<file path="src/rtl/core/fsrs_pkg.sv">
// Package with the shared types and codes of the failsafe response selector.
`default_nettype none
package fsrs_pkg;

    localparam logic [1:0] OP_RADIO_LOST     = 2'd0;
    localparam logic [1:0] OP_RADIO_REGAINED = 2'd1;
    localparam logic [1:0] OP_BATTERY_LOW    = 2'd2;

    localparam logic [1:0] ACT_NONE   = 2'd0;
    localparam logic [1:0] ACT_DISARM = 2'd1;
    localparam logic [1:0] ACT_LAND   = 2'd2;
    localparam logic [1:0] ACT_RTL    = 2'd3;

    localparam logic [1:0] LOG_NONE     = 2'd0;
    localparam logic [1:0] LOG_RADIO_FS = 2'd1;
    localparam logic [1:0] LOG_RADIO_OK = 2'd2;
    localparam logic [1:0] LOG_BATT_FS  = 2'd3;

    localparam logic [2:0] MODE_STABILIZE = 3'd0;
    localparam logic [2:0] MODE_ACRO      = 3'd1;
    localparam logic [2:0] MODE_SPORT     = 3'd2;
    localparam logic [2:0] MODE_AUTO      = 3'd3;
    localparam logic [2:0] MODE_LOITER    = 3'd4;
    localparam logic [2:0] MODE_ALT_HOLD  = 3'd5;
    localparam logic [2:0] MODE_LAND      = 3'd6;

    localparam logic [1:0] TP_ALWAYS_RTL  = 2'd1;
    localparam logic [1:0] TP_ALWAYS_LAND = 2'd3;

    localparam logic [1:0] BP_DISABLED = 2'd0;
    localparam logic [1:0] BP_LAND     = 2'd1;
    localparam logic [1:0] BP_RTL      = 2'd2;

    localparam logic [1:0] REG_THROTTLE_POLICY = 2'd0;
    localparam logic [1:0] REG_BATTERY_POLICY  = 2'd1;
    localparam logic [1:0] REG_WAYPOINT_RADIUS = 2'd2;

    localparam logic [1:0]  RST_THROTTLE_POLICY = 2'd3;
    localparam logic [1:0]  RST_BATTERY_POLICY  = 2'd0;
    localparam logic [23:0] RST_WAYPOINT_RADIUS = 24'd200;

    typedef struct packed {
        logic [1:0]  operation;
        logic        motors_armed;
        logic [2:0]  flight_mode;
        logic [9:0]  throttle_in;
        logic        landed;
        logic [23:0] home_range;
        logic        rtl_allowed;
    } t_event;

    typedef struct packed {
        logic [1:0]  throttle_policy;
        logic [1:0]  battery_policy;
        logic [23:0] waypoint_radius;
    } t_cfg;

    typedef struct packed {
        logic [1:0] action;
        logic [1:0] log_code;
        logic       battery_failsafe_active;
    } t_result;

endpackage
`default_nettype wire

</file>
<file path="src/rtl/core/fsrs_ifs.sv">
// Channel interfaces for events, results and configuration writes.
`default_nettype none
interface fsrs_evt_if;
    logic        valid;
    logic        ready;
    logic [1:0]  operation;
    logic        motors_armed;
    logic [2:0]  flight_mode;
    logic [9:0]  throttle_in;
    logic        landed;
    logic [23:0] home_range;
    logic        rtl_allowed;
    modport source(output valid, operation, motors_armed, flight_mode, throttle_in,
                   landed, home_range, rtl_allowed, input ready);
    modport sink(input valid, operation, motors_armed, flight_mode, throttle_in,
                 landed, home_range, rtl_allowed, output ready);
endinterface

interface fsrs_res_if;
    logic       valid;
    logic       ready;
    logic [1:0] action;
    logic [1:0] log_code;
    logic       battery_failsafe_active;
    modport source(output valid, action, log_code, battery_failsafe_active, input ready);
    modport sink(input valid, action, log_code, battery_failsafe_active, output ready);
endinterface

interface fsrs_cfg_if;
    logic        valid;
    logic        ready;
    logic [1:0]  index;
    logic [23:0] data;
    modport source(output valid, index, data, input ready);
    modport sink(input valid, index, data, output ready);
endinterface
`default_nettype wire

</file>
<file path="src/rtl/core/fsrs_decide.sv">
// Response decision logic for one registered failsafe event.
`default_nettype none
module fsrs_decide
    import fsrs_pkg::*;
(
    input  t_event  i_evt,
    input  t_cfg    i_cfg,
    input  logic    i_latched,
    output t_result o_res
);

    logic       stick_down;
    logic       far;
    logic       land_now;
    logic [1:0] home_act;
    logic [1:0] home_batt_act;
    logic [1:0] radio_act;
    logic       radio_done;
    logic [1:0] batt_act;
    logic       batt_done;

    assign stick_down    = (i_evt.throttle_in == 10'd0);
    assign far           = (i_evt.home_range > i_cfg.waypoint_radius);
    assign land_now      = (i_cfg.throttle_policy == TP_ALWAYS_LAND);
    assign home_act      = (far && i_evt.rtl_allowed) ? ACT_RTL : ACT_LAND;
    assign home_batt_act = (i_cfg.battery_policy == BP_RTL && far && i_evt.rtl_allowed)
                           ? ACT_RTL : ACT_LAND;

    always_comb begin
        radio_act  = ACT_NONE;
        radio_done = 1'b0;
        case (i_evt.flight_mode)
            MODE_STABILIZE, MODE_ACRO, MODE_SPORT: begin
                if (stick_down) begin
                    radio_act  = ACT_DISARM;
                    radio_done = 1'b1;
                end
            end
            MODE_AUTO: begin
                radio_done = 1'b1;
                if (i_cfg.throttle_policy == TP_ALWAYS_RTL) begin
                    radio_act = home_act;
                end else if (land_now) begin
                    radio_act = ACT_LAND;
                end else begin
                    radio_act = ACT_NONE;
                end
            end
            MODE_LOITER, MODE_ALT_HOLD: begin
                if (stick_down && i_evt.landed) begin
                    radio_act  = ACT_DISARM;
                    radio_done = 1'b1;
                end
            end
            MODE_LAND: begin
                if (i_cfg.battery_policy == BP_LAND && i_latched) begin
                    radio_act  = ACT_NONE;
                    radio_done = 1'b1;
                end
            end
            default: begin
                radio_done = 1'b0;
            end
        endcase
        if (!radio_done) begin
            radio_act = land_now ? ACT_LAND : home_act;
        end
    end

    always_comb begin
        batt_act  = ACT_NONE;
        batt_done = 1'b0;
        case (i_evt.flight_mode)
            MODE_STABILIZE, MODE_ACRO, MODE_SPORT: begin
                if (stick_down) begin
                    batt_act  = ACT_DISARM;
                    batt_done = 1'b1;
                end
            end
            MODE_AUTO: begin
                batt_act  = home_act;
                batt_done = 1'b1;
            end
            MODE_LOITER, MODE_ALT_HOLD: begin
                if (stick_down && i_evt.landed) begin
                    batt_act  = ACT_DISARM;
                    batt_done = 1'b1;
                end
            end
            default: begin
                batt_done = 1'b0;
            end
        endcase
        if (!batt_done) begin
            batt_act = home_batt_act;
        end
    end

    always_comb begin
        o_res.action                  = ACT_NONE;
        o_res.log_code                = LOG_NONE;
        o_res.battery_failsafe_active = i_latched;
        case (i_evt.operation)
            OP_RADIO_LOST: begin
                if (i_evt.motors_armed) begin
                    o_res.action   = radio_act;
                    o_res.log_code = LOG_RADIO_FS;
                end
            end
            OP_RADIO_REGAINED: begin
                o_res.log_code = LOG_RADIO_OK;
            end
            OP_BATTERY_LOW: begin
                if (!i_latched) begin
                    if (i_cfg.battery_policy != BP_DISABLED && i_evt.motors_armed) begin
                        o_res.action = batt_act;
                    end
                    o_res.battery_failsafe_active = 1'b1;
                    o_res.log_code                = LOG_BATT_FS;
                end
            end
            default: begin
                o_res.action = ACT_NONE;
            end
        endcase
    end

endmodule
`default_nettype wire

</file>
<file path="src/rtl/core/failsafe_response_selector_top.sv">
// Top level of the failsafe response selector: event register, decision, result register.
//
//   channel   direction  handshake      payload
//   i_evt     in         valid/ready    operation .. rtl_allowed
//   o_res     out        valid/ready    action, log_code, battery_failsafe_active
//   i_cfg     in         valid/ready    index, data (always ready)
//
// An accepted item is registered in the event register and its result then in the
// result register; one item is taken in every cycle while the output is not stalled.
// The synchronous reset clears the valid flags and the battery latch and sets the
// configuration registers to their reset values. A stalled result holds while the event
// register still takes one more item; the input stalls only when both stages are full.
`default_nettype none
module failsafe_response_selector_top
    import fsrs_pkg::*;
(
    input  wire          i_clk,
    input  wire          i_rst_n,
    fsrs_evt_if.sink     i_evt,
    fsrs_res_if.source   o_res,
    fsrs_cfg_if.sink     i_cfg
);

    logic    r_s1_valid;
    t_event  r_s1_evt;
    logic    r_out_valid;
    t_result r_out;
    t_cfg    r_cfg;
    logic    r_latched;

    t_result n_out;
    logic    s1_advance;
    logic    evt_accept;

    assign s1_advance = r_s1_valid && (!r_out_valid || o_res.ready);
    assign i_evt.ready = !r_s1_valid || s1_advance;
    assign evt_accept  = i_evt.valid && i_evt.ready;
    assign i_cfg.ready = 1'b1;

    fsrs_decide u_decide (
        .i_evt     (r_s1_evt),
        .i_cfg     (r_cfg),
        .i_latched (r_latched),
        .o_res     (n_out)
    );

    always_ff @(posedge i_clk) begin
        if (!i_rst_n) begin
            r_s1_valid  <= 1'b0;
            r_out_valid <= 1'b0;
            r_latched   <= 1'b0;
            r_cfg.throttle_policy <= RST_THROTTLE_POLICY;
            r_cfg.battery_policy  <= RST_BATTERY_POLICY;
            r_cfg.waypoint_radius <= RST_WAYPOINT_RADIUS;
        end else begin
            if (evt_accept) begin
                r_s1_valid <= 1'b1;
            end else if (s1_advance) begin
                r_s1_valid <= 1'b0;
            end
            if (s1_advance) begin
                r_out_valid <= 1'b1;
                r_latched   <= n_out.battery_failsafe_active;
            end else if (o_res.ready) begin
                r_out_valid <= 1'b0;
            end
            if (i_cfg.valid) begin
                case (i_cfg.index)
                    REG_THROTTLE_POLICY: r_cfg.throttle_policy <= i_cfg.data[1:0];
                    REG_BATTERY_POLICY:  r_cfg.battery_policy  <= i_cfg.data[1:0];
                    REG_WAYPOINT_RADIUS: r_cfg.waypoint_radius <= i_cfg.data;
                    default: begin
                    end
                endcase
            end
        end
    end

    always_ff @(posedge i_clk) begin
        if (evt_accept) begin
            r_s1_evt.operation     <= i_evt.operation;
            r_s1_evt.motors_armed  <= i_evt.motors_armed;
            r_s1_evt.flight_mode   <= i_evt.flight_mode;
            r_s1_evt.throttle_in   <= i_evt.throttle_in;
            r_s1_evt.landed        <= i_evt.landed;
            r_s1_evt.home_range    <= i_evt.home_range;
            r_s1_evt.rtl_allowed   <= i_evt.rtl_allowed;
        end
        if (s1_advance) begin
            r_out <= n_out;
        end
    end

    assign o_res.valid                   = r_out_valid;
    assign o_res.action                  = r_out.action;
    assign o_res.log_code                = r_out.log_code;
    assign o_res.battery_failsafe_active = r_out.battery_failsafe_active;

endmodule
`default_nettype wire
</file>
<file path="src/flat_wrapper.sv">
// flat-port wrapper written by rule: the top's interface ports become plain ports
module failsafe_response_selector_top_flat import fsrs_pkg::*;
  (i_clk, i_rst_n, i_evt_valid, i_evt_operation, i_evt_motors_armed, i_evt_flight_mode, i_evt_throttle_in, i_evt_landed, i_evt_home_range, i_evt_rtl_allowed, i_evt_ready, o_res_valid, o_res_action, o_res_log_code, o_res_battery_failsafe_active, o_res_ready, i_cfg_valid, i_cfg_index, i_cfg_data, i_cfg_ready);
  fsrs_evt_if i_evt_i ();
  fsrs_res_if o_res_i ();
  fsrs_cfg_if i_cfg_i ();
  input  wire i_clk;
  input  wire i_rst_n;
  input wire logic [$bits(i_evt_i.valid)-1:0] i_evt_valid;
  input wire logic [$bits(i_evt_i.operation)-1:0] i_evt_operation;
  input wire logic [$bits(i_evt_i.motors_armed)-1:0] i_evt_motors_armed;
  input wire logic [$bits(i_evt_i.flight_mode)-1:0] i_evt_flight_mode;
  input wire logic [$bits(i_evt_i.throttle_in)-1:0] i_evt_throttle_in;
  input wire logic [$bits(i_evt_i.landed)-1:0] i_evt_landed;
  input wire logic [$bits(i_evt_i.home_range)-1:0] i_evt_home_range;
  input wire logic [$bits(i_evt_i.rtl_allowed)-1:0] i_evt_rtl_allowed;
  output wire logic [$bits(i_evt_i.ready)-1:0] i_evt_ready;
  output wire logic [$bits(o_res_i.valid)-1:0] o_res_valid;
  output wire logic [$bits(o_res_i.action)-1:0] o_res_action;
  output wire logic [$bits(o_res_i.log_code)-1:0] o_res_log_code;
  output wire logic [$bits(o_res_i.battery_failsafe_active)-1:0] o_res_battery_failsafe_active;
  input wire logic [$bits(o_res_i.ready)-1:0] o_res_ready;
  input wire logic [$bits(i_cfg_i.valid)-1:0] i_cfg_valid;
  input wire logic [$bits(i_cfg_i.index)-1:0] i_cfg_index;
  input wire logic [$bits(i_cfg_i.data)-1:0] i_cfg_data;
  output wire logic [$bits(i_cfg_i.ready)-1:0] i_cfg_ready;
  assign i_evt_i.valid = i_evt_valid;
  assign i_evt_i.operation = i_evt_operation;
  assign i_evt_i.motors_armed = i_evt_motors_armed;
  assign i_evt_i.flight_mode = i_evt_flight_mode;
  assign i_evt_i.throttle_in = i_evt_throttle_in;
  assign i_evt_i.landed = i_evt_landed;
  assign i_evt_i.home_range = i_evt_home_range;
  assign i_evt_i.rtl_allowed = i_evt_rtl_allowed;
  assign i_evt_ready = i_evt_i.ready;
  assign o_res_valid = o_res_i.valid;
  assign o_res_action = o_res_i.action;
  assign o_res_log_code = o_res_i.log_code;
  assign o_res_battery_failsafe_active = o_res_i.battery_failsafe_active;
  assign o_res_i.ready = o_res_ready;
  assign i_cfg_i.valid = i_cfg_valid;
  assign i_cfg_i.index = i_cfg_index;
  assign i_cfg_i.data = i_cfg_data;
  assign i_cfg_ready = i_cfg_i.ready;
  failsafe_response_selector_top u_core (.i_clk(i_clk), .i_rst_n(i_rst_n), .i_evt(i_evt_i), .o_res(o_res_i), .i_cfg(i_cfg_i));
endmodule
</file>
<file path="config.mk">
export PLATFORM = sky130hd
export DESIGN_NAME = failsafe_response_selector_top_flat
export DESIGN_NICKNAME = d
export VERILOG_FILES = /design/src/rtl/core/fsrs_pkg.sv /design/src/rtl/core/fsrs_ifs.sv /design/src/rtl/core/fsrs_decide.sv /design/src/rtl/core/failsafe_response_selector_top.sv /design/src/flat_wrapper.sv
export SDC_FILE = /design/constraint.sdc
export NUM_CORES = 1
export LEC_CHECK = 0
export BUFFER_PORTS_ARGS = -buffer_cell sky130_fd_sc_hd__buf_2
export CAP_MARGIN = 20
export CORE_AREA = 2 2 103 105
export DETAILED_ROUTE_END_ITERATION = 6
export DIE_AREA = 0 0 105 107
export PLACE_DENSITY_LB_ADDON = 0.25
export SLEW_MARGIN = 20
export SYNTH_ARGS = -nofsm -noshare
export SYNTH_HDL_FRONTEND = slang
export SYNTH_HIERARCHICAL = 1
export SYNTH_SLANG_ARGS = --single-unit
</file>
<file path="constraint.sdc">
create_clock -name i_clk -period 2.2 [get_ports i_clk]
set_input_delay 0.44 -clock i_clk [delete_from_list [all_inputs] [get_ports i_clk]]
set_output_delay 0.44 -clock i_clk [all_outputs]
set_load 0.05 [all_outputs]
</file>
==> results.toml <==
[outcome]
status = "finished, final reports clean"

[critical_path]
path_class = "flop to flop"
crit_arrival_ns = 2.01
start_kind = "flop"
cp_num_buf_inv = 0
slowest_delay_ns = 0.38
worstSetupEndpointType = "flop"
cp_cell_sequence = "ha_1, a21oi_1, nand2_1, a2111oi_2, o2111a_1, o21ai_1"
slowest_stage = "a2111oi_2"
crit_family = "compound AO/OA/AOI/OAI gates"
critPathRequiredTime_ns = 2.28
path_max_fanout = 3

[synth]
synthMuxAreaShare_pct = 1.74
synth.most_common_cell = "edfxtp_1"
yosys.area_share.simple_pct = 14.7
yosysWarnings = 6
synthAdderAreaFrac_pct = 8.69
avgSynthCellArea_um2 = 11.4
syn_area_um2 = 3460
synthCells = 303
synth_cell_type_count = 41
synthTopCellsByArea = "edfxtp_1, dfxtp_1, ha_1"
yosys-top-cells-count = "edfxtp_1, nand2_1, dfxtp_1"
synth_edf_count = 47
syn_nets = 400
synth_top_family_by_area = "simple AND/OR/NAND/NOR gates"
yosys.area_share.xor_xnor_pct = 0
synth-compound-area-share_pct = 9.92
yosysSeqAreaShare_pct = 58.8
yosys_register_bits = 78
synthDominantCellAreaShare_pct = 40.8
synthArstFlopShare_pct = 0
synth_area_leader_cell = "edfxtp_1"
yosys_most_used_dff = "edfxtp_1"

[timing]
finalHoldViolCount = 0
drv_slew = 0
setup_viol = 0
slew_headroom_pct = 34.2
clock_skew_ns = 0.00704
hold_ws_ns = 0.273
setup_tns_ns = 0
fin_ws_ns = 0.270
tightest_slew_ns = 0.987
grt_setup_unrepaired = "false"
max_freq_ghz = 0.518
fin_crit_sh_pct = 87.7
fin_crit_ns = 1.93

[global_routing]
track_usage_pct = 12.1
first_global_vias = 2240
grt_pass1_wl_um = 10500
antenna_found_initial = 0
grt_max_degree = 46
grt_overflow = 0

[die]
rows = 37
die_area_um2 = 11200
io_pins = 81
start_util_pct = 34.2
die_h_um = 107
fp.dieW_um = 105
core_area_um2 = 10100

[routing]
route.vias.total = 2368
ant_nets = 0
drc = 0
first_pass_iters = 4
routed_wl_um = 6450
post_drt_wl_per_cell_um = 12.3
vias_per_cell = 4.51
drt-initial-drc-count = 71

[place]
dp_worst_setup_slack_ns = 0.265
numPortBuffers = 79
placed_area_um2 = 3950
dp_hpwl_um = 4880
routabilityCongestion = 0.806

[layout]
area_growth_pct = 20.5
postLayoutCoreUtil_pct = 41.3
nets = 481
finalInstanceArea_um2 = 4160
antennaDiodeCount = 0
drive_above_1_share_pct = 26.7

[clocking]
postCtsSetupRepairBufs = 0
cts_buffers = 9
ctsResizeCount = 0
clkTransAtPathRegs_ns = 0.08
cts_root_buf = "clkbuf_8"
holdBufCountCts = 0
insertion_delay_ns = 0.34
clkSinkCount = 78
cts_tree = "yes"
h-tree-depth = 3
cts.path.max_buffers = 2

[flow_run]
maxCapViolCount = 0

[power_and_ir_drop]
leakagePower_uw = 0.00168
power_density_nw_per_um2 = 743
max-vdd-ir-drop_v = 0.000359

[worst_hold_path]
hold_path.class = "primary input to flop"
[layout by cell type (no fill, tap or decap), types with 9 or more instances in the layout]
cell | netlist | layout
buf_2 | 4 | 79
ha_1 | 24 | 24
o21ai_1 | 20 | 20
inv_1 | 27 | 27
edfxtp_1 | 47 | 47
clkbuf_8 | 0 | 9
nand2_1 | 40 | 40
dfxtp_1 | 31 | 31
a21oi_1 | 11 | 11
nand3_1 | 25 | 25
[worst reg2reg max path: stages (launching register included)]
cell       delay [ns]
edfxtp_1         0.37
ha_1             0.33
a21oi_1          0.16
nand2_1          0.08
a2111oi_2        0.38
o2111a_1         0.27
o21ai_1          0.09
[path summary, 6_finish.rpt]
| check | depth (start not counted) | from | slack [ns] | end |
|---|---|---|---|---|
| worst max register to register | 6 | u_core/r_s1_evt[7] | 0.27 | u_core/o_res.action[0] |
| worst max-delay path | 6 | u_core/r_s1_evt[7] | 0.27 | u_core/o_res.action[0] |
| worst min-delay path | 1 | i_evt_throttle_in[4] | 0.27 | u_core/r_s1_evt[30] |
| worst min register to register | 2 | u_core/r_cfg[5] | 0.46 | u_core/r_cfg[5] |
[flip-flops by register name, summed over array words and instances, names as in the netlist]
signal,count
u_core/r_latched,1
u_core/r_s1_valid,1
u_core/o_res.battery_failsafe_active,1
u_core/r_s1_evt,42
u_core/o_res.log_code,2
u_core/r_cfg,28
u_core/o_res.valid,1
u_core/o_res.action,2
[cell type report]
cell class | count | area [µm²]
inverter | 27 | 101
multi-input combinational | 186 | 1220
clock inverter | 6 | 85.1
sequential | 78 | 2030
timing repair buffer | 82 | 430
fill | 1002 | 5930
tap | 136 | 170
clock buffer | 10 | 128
[cell families (layout without fill, tap and decap cells)]
| group | count (synthesis) | after routing |
|---|---|---|
| compound gates | 56 | 56 |
| fa+ha+maj | 24 | 24 |
| other cells | 1 | 1 |
| simple gates | 99 | 99 |
| mux | 6 | 6 |
| buf+inv | 39 | 125 |
| flops | 78 | 78 |
[per-layer routing]
layer	GRT usage (%)	vias up	routed length (µm)
met1	15.5	1050	3110
met5	0	-	0
li1	-	1249	-
met2	19.2	60	2890
met4	5.71	0	100
met3	2.92	9	353
[power breakdown]
group | switching [µW] | internal (µW) | total [µW] | leakage [µW]
clock | 515 | 638 | 1150 | 0.000104
combinational | 163 | 121 | 284 | 0.000862
sequential | 29.7 | 1630 | 1660 | 0.000710
total | 707 | 2380 | 3090 | 0.00168
[stage by stage]
stage | total power, µW | cells
finish | 3090 | 525
global route | 3230 | 525
CTS | 3140 | 525
detailed placement | 1980 | 509
global placement | 1970 | 509
floorplan | 1870 | 303
Power figures use the tool's default switching activity.
